File: src/rtl/ubl_pkg.sv
// ----------------------------------------------------------------------------
// ubl_pkg
// Shared types and constants of the unordered bounded list.
// ----------------------------------------------------------------------------
package ubl_pkg;

	localparam int DEPTH_DEF = 16;
	localparam int VALUE_W   = 32;
	localparam int OP_W      = 2;
	localparam int ST_W      = 2;
	localparam int POS_W     = 5;

	typedef enum logic [OP_W-1:0] {
		OP_INSERT = 2'd0,
		OP_DELETE = 2'd1,
		OP_SEARCH = 2'd2
	} op_t;

	typedef enum logic [ST_W-1:0] {
		ST_OK       = 2'd0,
		ST_FULL     = 2'd1,
		ST_NOTFOUND = 2'd2
	} status_t;

	typedef enum logic [1:0] {
		S_IDLE,
		S_SCAN,
		S_REPLY
	} state_t;

	typedef struct packed {
		logic shift;
		logic ins;
	} cell_ctrl_t;

endpackage

File: src/rtl/unordered_bounded_list.sv
// ----------------------------------------------------------------------------
// unordered_bounded_list
// Unordered list of up to DEPTH signed values with insert, swap-remove delete
// and search, held in a ring of cells that rotates during a scan.
// ----------------------------------------------------------------------------
// Requests arrive on the s_ stream: s_tuser carries the operation and s_tdata
// the value. Each request gives exactly one result on the m_ stream: m_tuser
// carries the status, m_tdata the position and the count after the request.
// Insert and unused operations pass from the accepted transfer through the
// reply state to the output register. Delete and search on a non-empty list
// first rotate the occupied ring once through the head cell, one entry per cycle.
// The head cell's comparator checks one entry per cycle, which sets that rate.
// A new request is accepted once the previous one has been handed to the
// output register, even while that result is still waiting to be taken.
// If the receiver stalls, the result is held in the output register and the
// following result waits until the register is free.
// Reset empties the list; stored values are undefined until written.
// ----------------------------------------------------------------------------
module unordered_bounded_list #(
	parameter int DEPTH = ubl_pkg::DEPTH_DEF
) (
	input  logic        clk,
	input  logic        arst_n,
	input  logic        s_tvalid,
	output logic        s_tready,
	input  logic [31:0] s_tdata,  // [31:0] item_value
	input  logic [1:0]  s_tuser,  // [1:0] op
	output logic        m_tvalid,
	input  logic        m_tready,
	output logic [15:0] m_tdata,  // [4:0] position, [9:5] count_after, [15:10] zero
	output logic [1:0]  m_tuser   // [1:0] status
);

	localparam int CW = $clog2(DEPTH + 1);
	localparam int VW = ubl_pkg::VALUE_W;
	localparam int PW = ubl_pkg::POS_W;

	ubl_pkg::state_t     state_q, state_d;
	logic [CW-1:0]       count_q;
	logic                m_tvalid_q;

	ubl_pkg::op_t        op_q;
	logic [VW-1:0]       key_q;
	logic [VW-1:0]       last_q;
	logic [CW-1:0]       step_q;
	logic [CW-1:0]       pos_q;
	logic                found_q;
	ubl_pkg::status_t    res_status_q;
	logic [CW-1:0]       res_pos_q;
	logic [CW-1:0]       res_count_q;
	ubl_pkg::status_t    out_status_q;
	logic [PW-1:0]       out_pos_q;
	logic [PW-1:0]       out_count_q;

	logic [VW-1:0]       cell_val [DEPTH];
	ubl_pkg::cell_ctrl_t cell_ctrl;
	ubl_pkg::op_t        in_op;
	logic [VW-1:0]       in_val;
	logic                accept;
	logic                room;
	logic                do_ins;
	logic [VW-1:0]       head;
	logic                match;
	logic [VW-1:0]       feed;
	logic                scan_end;
	logic                fin_found;
	logic [CW-1:0]       fin_pos;
	logic                load_out;

	assign in_op  = ubl_pkg::op_t'(s_tuser);
	assign in_val = s_tdata[VW-1:0];
	assign accept = s_tvalid && s_tready;
	assign room   = (count_q < CW'(DEPTH));
	assign do_ins = accept && (in_op == ubl_pkg::OP_INSERT) && room;

	assign head      = cell_val[0];
	assign match     = !found_q && (head == key_q);
	assign feed      = ((op_q == ubl_pkg::OP_DELETE) && match) ? last_q : head;
	assign scan_end  = (state_q == ubl_pkg::S_SCAN) && (step_q == count_q - CW'(1));
	assign fin_found = found_q || match;
	assign fin_pos   = found_q ? pos_q : (match ? step_q : count_q);

	assign cell_ctrl.shift = (state_q == ubl_pkg::S_SCAN);
	assign cell_ctrl.ins   = do_ins;

	for (genvar g = 0; g < DEPTH; g++) begin : g_cell
		logic [VW-1:0] nxt;
		if (g < DEPTH - 1) begin : g_mid
			assign nxt = cell_val[g + 1];
		end else begin : g_end
			assign nxt = feed;
		end
		ubl_cell #(
			.IDX (g),
			.CW  (CW)
		) u_cell (
			.clk   (clk),
			.ctrl  (cell_ctrl),
			.count (count_q),
			.wdata (in_val),
			.nxt   (nxt),
			.feed  (feed),
			.value (cell_val[g])
		);
	end

	always_comb begin
		state_d  = state_q;
		s_tready = 1'b0;
		load_out = 1'b0;
		unique case (state_q)
			ubl_pkg::S_IDLE: begin
				s_tready = 1'b1;
				if (s_tvalid) begin
					if (((in_op == ubl_pkg::OP_DELETE) || (in_op == ubl_pkg::OP_SEARCH))
							&& (count_q != '0)) begin
						state_d = ubl_pkg::S_SCAN;
					end else begin
						state_d = ubl_pkg::S_REPLY;
					end
				end
			end
			ubl_pkg::S_SCAN: begin
				if (scan_end) begin
					state_d = ubl_pkg::S_REPLY;
				end
			end
			ubl_pkg::S_REPLY: begin
				if (!m_tvalid_q || m_tready) begin
					load_out = 1'b1;
					state_d  = ubl_pkg::S_IDLE;
				end
			end
			default: begin
				state_d = ubl_pkg::S_IDLE;
			end
		endcase
	end

	always_ff @(posedge clk or negedge arst_n) begin
		if (!arst_n) begin
			state_q    <= ubl_pkg::S_IDLE;
			count_q    <= '0;
			m_tvalid_q <= 1'b0;
		end else begin
			state_q <= state_d;
			if (do_ins) begin
				count_q <= count_q + CW'(1);
			end else if (scan_end && (op_q == ubl_pkg::OP_DELETE) && fin_found) begin
				count_q <= count_q - CW'(1);
			end
			if (load_out) begin
				m_tvalid_q <= 1'b1;
			end else if (m_tready) begin
				m_tvalid_q <= 1'b0;
			end
		end
	end

	always_ff @(posedge clk) begin
		if (accept) begin
			op_q        <= in_op;
			key_q       <= in_val;
			step_q      <= '0;
			found_q     <= 1'b0;
			pos_q       <= count_q;
			res_pos_q   <= count_q;
			res_count_q <= count_q;
			unique case (in_op)
				ubl_pkg::OP_INSERT: begin
					if (room) begin
						res_status_q <= ubl_pkg::ST_OK;
						res_count_q  <= count_q + CW'(1);
						last_q       <= in_val;
					end else begin
						res_status_q <= ubl_pkg::ST_FULL;
					end
				end
				ubl_pkg::OP_DELETE, ubl_pkg::OP_SEARCH: begin
					res_status_q <= ubl_pkg::ST_NOTFOUND;
				end
				default: begin
					res_status_q <= ubl_pkg::ST_OK;
				end
			endcase
		end else if (state_q == ubl_pkg::S_SCAN) begin
			step_q <= step_q + CW'(1);
			if (match) begin
				found_q <= 1'b1;
				pos_q   <= step_q;
			end
			// The entry that ends up just below the old tail becomes the new tail.
			// A delete that finds nothing keeps the old tail, which is at the head
			// in the last step of the scan.
			if (op_q == ubl_pkg::OP_DELETE) begin
				if (scan_end && !fin_found) begin
					last_q <= head;
				end else if (step_q == count_q - CW'(2)) begin
					last_q <= feed;
				end
			end
			if (scan_end) begin
				res_status_q <= fin_found ? ubl_pkg::ST_OK : ubl_pkg::ST_NOTFOUND;
				res_pos_q    <= fin_pos;
				res_count_q  <= ((op_q == ubl_pkg::OP_DELETE) && fin_found)
				                ? count_q - CW'(1) : count_q;
			end
		end
		if (load_out) begin
			out_status_q <= res_status_q;
			out_pos_q    <= PW'(res_pos_q);
			out_count_q  <= PW'(res_count_q);
		end
	end

	assign m_tvalid = m_tvalid_q;
	assign m_tdata  = {6'd0, out_count_q, out_pos_q};
	assign m_tuser  = out_status_q;

endmodule

File: src/rtl/ubl_cell.sv
// ----------------------------------------------------------------------------
// ubl_cell
// One storage cell of the list ring: takes a written value, its neighbour's or the fed-back one.
// ----------------------------------------------------------------------------
module ubl_cell #(
	parameter int IDX = 0,
	parameter int CW  = 5
) (
	input  logic                          clk,
	input  ubl_pkg::cell_ctrl_t           ctrl,
	input  logic [CW-1:0]                 count,
	input  logic [ubl_pkg::VALUE_W-1:0]   wdata,
	input  logic [ubl_pkg::VALUE_W-1:0]   nxt,
	input  logic [ubl_pkg::VALUE_W-1:0]   feed,
	output logic [ubl_pkg::VALUE_W-1:0]   value
);

	logic [ubl_pkg::VALUE_W-1:0] value_q;
	logic                        is_last;
	logic                        is_slot;

	// The cell at the end of the occupied ring takes the value fed back from the head.
	assign is_last = (count == CW'(IDX + 1));
	assign is_slot = (count == CW'(IDX));

	always_ff @(posedge clk) begin
		if (ctrl.ins && is_slot) begin
			value_q <= wdata;
		end else if (ctrl.shift) begin
			value_q <= is_last ? feed : nxt;
		end
	end

	assign value = value_q;

endmodule
File: config.mk
export PLATFORM = sky130hd
export DESIGN_NAME = unordered_bounded_list
export DESIGN_NICKNAME = d
export VERILOG_FILES = /design/src/rtl/ubl_pkg.sv /design/src/rtl/unordered_bounded_list.sv /design/src/rtl/ubl_cell.sv
export SDC_FILE = /design/constraint.sdc
export NUM_CORES = 2
export LEC_CHECK = 0
export CAP_MARGIN = 20
export CORE_MARGIN = 2
export CORE_UTILIZATION = 60
export DETAILED_ROUTE_END_ITERATION = 16
export DONT_BUFFER_PORTS = 1
export PLACE_DENSITY_LB_ADDON = 0.05
export SYNTH_ARGS = -nofsm -noshare
export SYNTH_HDL_FRONTEND = slang
export SYNTH_HIERARCHICAL = 1
export SYNTH_SLANG_ARGS = --single-unit
File: constraint.sdc
create_clock -name clk -period 4.85 [get_ports clk]
set_input_delay 0 -clock clk [delete_from_list [all_inputs] [get_ports clk]]
set_output_delay 0 -clock clk [all_outputs]
set_load 0.02 [all_outputs]
==> load_flow_metrics.sql <==
INSERT INTO impl_metrics (metric_group, metric, value, unit) VALUES
('status', 'outcome', 'finished, final reports clean', ''),
('worst_setup_path', 'worst-path-buf-inv', '6', ''),
('floorplanning', 'die_outline_height', '250', 'microns'),
('global_route', 'vias_in_the_first_global_route', '28047', ''),
('floorplanning', 'count_of_pins_on_the_block_boundary', '58', ''),
('worst_setup_path', 'cp_slowest_stage_delay', '0.63', 'ns'),
('cts', 'cts.root.buffer_cell', 'clkbuf_16', ''),
('synthesis', 'yosys_warnings', '6', ''),
('sta', 'tightest_slew', '1.28', 'ns'),
('global_route', 'grt_start_max_net_pins', '193', ''),
('global_route', 'grt_first_pass_wirelength', '187000', 'microns'),
('worst_setup_path', 'endpoint_kind', 'flop', ''),
('cts', 'tritoncts', 'built', ''),
('placement', 'preCtsSetupSlack', '1.01', 'ns'),
('synthesis', 'synthesis.area', '36400', 'sq um'),
('routing', 'route.detailed.drc', '0', ''),
('routing', 'drt.antenna.violating_nets', '0', ''),
('sta', 'tns', '0', 'ns'),
('synthesis', 'yosysTopAreaCell', 'edfxtp_1', ''),
('synthesis', 'synth.distinct_cells', '70', ''),
('sta', 'max_freq', '0.259', 'GHz'),
('sta', 'rsz0062_at_grt', 'no', ''),
('floorplanning', 'rows', '90', ''),
('pwr', 'power_density', '719', 'nW/um^2'),
('sta', 'slew_headroom', '14.6', '%'),
('floorplanning', 'effective_utilization_at_floorplan', '60.5', '%'),
('global_route', 'grt_overflow_total', '0', ''),
('synthesis', 'synth-seq-cells', '621', ''),
('pwr', 'total_leakage_power', '12.6', 'nW'),
('floorplanning', 'die-area', '62600', 'sq um'),
('routing', 'wl_per_cell', '31.5', 'microns'),
('worst_setup_path', 'critPathArrivalTime', '4.12', 'ns'),
('global_route', 'grt_usage', '40.0', '%'),
('synthesis', 'top_cell_type_s_share_of_synthesized_area', '50.1', '%'),
('sta', 'report.final.hold_viol_count', '0', ''),
('worst_setup_path', 'worstSetupPathType', 'flop to flop', ''),
('global_route', 'antenna_found_initial', '8', ''),
('synthesis', 'synth_area_per_cell', '10.7', 'sq um'),
('synthesis', 'ys_top_cells_by_area', 'edfxtp_1, nand3_1, a32oi_1', ''),
('placement', 'post_dp_hpwl', '71200', 'microns'),
('global_route', 'm2_gr_usage', '58.6', '%'),
('worst_setup_path', 'cp_slowest_cell', 'or2_1', ''),
('global_route', 'globalRoute.busiestLayer', 'met2', ''),
('global_route', 'groute.layer.met3.usage', '11.0', '%'),
('worst_setup_path', 'cp_common_cell', 'buf_4', ''),
('placement', 'routabilityCongestion', '0.893', ''),
('synthesis', 'synth_enable_flop_cells', '607', ''),
('sta', 'final_max_slew_viol_count', '0', ''),
('cts', 'post_cts.repair.setup_buffers', '0', ''),
('pwr', 'worst_ir_drop_vdd', '0.342', 'mV'),
('finish', 'nets', '3292', ''),
('worst_setup_path', 'critical_path.max_fanout', '47', ''),
('routing', 'first_pass_iters', '9', ''),
('routing', 'vias_per_cell', '7.57', ''),
('floorplanning', 'coreArea', '60100', 'sq um'),
('routing', 'drt_first_iter_violations', '4828', ''),
('sta', 'final.setup_skew', '0.0322', 'ns'),
('routing', 'routed_wirelength', '129000', 'microns'),
('placement', 'io_buffer_count', '0', ''),
('sta', 'fin_ws', '0.995', 'ns'),
('cts', 'cts.htree.levels', '3', ''),
('worst_hold_path', 'hp-class', 'primary input to flop', ''),
('floorplanning', 'die_width', '250', 'microns'),
('worst_setup_path', 'sequence_of_cells_on_the_critical_path', 'nor2_1 -> nand2_2 -> buf_4 -> inv_2 -> nand3_1 -> clkinv_1 -> buf_12 -> nand2_1 -> buf_4 -> or2_1 -> nand2b_1 -> buf_4', ''),
('synthesis', 'synth.yosys.seq_area_share', '51.0', '%'),
('routing', 'vias', '30918', ''),
('job', 'cap_violations', '0', ''),
('worst_setup_path', 'timing.critical_path.max_delay_family', 'simple AND/OR/NAND/NOR gates', ''),
('cts', 'cts-hold-fix-buffers', '63', ''),
('synthesis', 'dominantRegCellSynth', 'edfxtp_1', ''),
('worst_setup_path', 'data_required_time_of_the_critical_path', '5.11', 'ns');
sequential cells by signal (all words and copies together), names as in the netlist:
name / count
g_cell.u_cell/value: 512
key_q: 32
last_q: 32
count_q: 5
out_count_q: 5
out_pos_q: 5
pos_q: 5
res_count_q: 5
res_pos_q: 5
step_q: 5
m_tuser: 2
op_q: 2
res_status_q: 2
state_q: 2
found_q: 1
m_tvalid: 1
worst reg2reg max path, cell delays in order (launching register included):
cell and delay (ns):
dfrtp_1 0.42, nor2_1 0.42, nand2_2 0.10, buf_4 0.34, inv_2 0.13, nand3_1 0.14
clkinv_1 0.11, buf_12 0.24, nand2_1 0.12, buf_4 0.27, or2_1 0.64, nand2b_1 0.21
buf_4 0.37
cell usage after synthesis (3+ instances only):
cell type,count
a21o_1,139
mux2_2,35
a2bb2oi_1,126
a31oi_1,130
o21ai_0,211
buf_2,74
nor3_1,132
a21oi_1,7
nor2b_1,12
clkbuf_1,180
buf_4,19
dfxtp_1,6
or3b_1,64
nand2b_1,17
nor2_1,14
o21ai_2,7
and4bb_1,3
nand4b_1,3
or4b_1,4
ha_1,8
nand3b_1,134
buf_6,110
edfxtp_1,607
inv_1,12
a22oi_1,12
a21boi_0,4
nand4bb_1,6
xor2_1,8
o21ai_1,65
nor4_4,3
nand4_1,10
or2_1,9
dfrtp_1,8
nand3_1,571
xnor2_1,42
o21a_1,3
nor2_4,3
nor4b_4,5
nand2_1,276
or3_1,3
o211ai_1,3
a32oi_1,248
mux2_4,30
path summary, 6_finish.rpt:
kind                                 from                          to  depth (start not counted)  slack, ns
hold reg to reg            res_count_q[4]              out_count_q[4]                          0       0.42
setup reg to reg               state_q[1]  g_cell[7].u_cell/value[10]                         12       0.99
hold / removal                 s_tuser[1]                     op_q[1]                          1       0.06
setup / recovery               state_q[1]  g_cell[7].u_cell/value[10]                         12       0.99
max in group asynchronous          arst_n                  count_q[1]                          2       4.12
min in group asynchronous          arst_n                    m_tvalid                          2       0.35
metrics by stage:
step / std cells / total power [mW] / instance area [sq um] / hold WS, ns / util [%]
2_1_floorplan: 3404 / 18.6 / 36400 / -0.296 / -
3_3_place_gp: 3885 / 21.8 / 35700 / -0.295 / 59.3
3_5_place_dp: 3887 / 22.1 / 35700 / -0.295 / 59.4
4_1_cts: 4072 / 27.4 / 38700 / 0.0350 / 64.4
5_1_grt: 4079 / 29.0 / 38900 / 0.0573 / 64.7
6_report: 4086 / 28.0 / 38900 / 0.0569 / 64.7
logic make-up after synthesis:
logic type | Yosys count | synth area share, %
buf+inv | 399 | 6.84
compound gates | 970 | 19.0
simple gates | 1285 | 19.4
fa+ha+maj | 8 | 0.275
other cells | 1 | 0.0103
xor+xnor | 50 | 1.20
mux | 65 | 2.32
flops | 621 | 51.0
cell type report:
cell class                 count  area [sq um]
fill                        4585         21200
sequential                   621         18600
multi-input combinational   2384         15400
clock buffer                  90          1870
timing repair buffer         155          1740
tap                          782           978
clock inverter                32           272
inverter                      14          52.6
antenna                        8          20.0
routing by layer:
metal	share of wire, %	vias up
met3	13	432
met2	44	2379
met1	37	15025
met5	0	-
met4	5.6	0
li1	-	13082
placed cells by master, fill, tap and decap left out, types with 62 or more instances in the layout:
cell type,netlist,layout
clkbuf_16,0,72
o21ai_0,211,211
buf_4,19,80
o21ai_1,65,65
nand2_1,276,275
a31oi_1,130,130
edfxtp_1,607,607
or3b_1,64,62
nand3b_1,134,134
nor3_1,132,132
a2bb2oi_1,126,126
a21o_1,139,139
a32oi_1,248,248
nand3_1,571,571
power by group:
part           internal [mW]  leakage [nW]  switching, mW
clock                   2.94          1.05           2.20
sequential              9.48          5.82           1.17
combinational           3.54          5.76           8.65
total                   16.0          12.6           12.0
(Power assumes the default switching activity.)
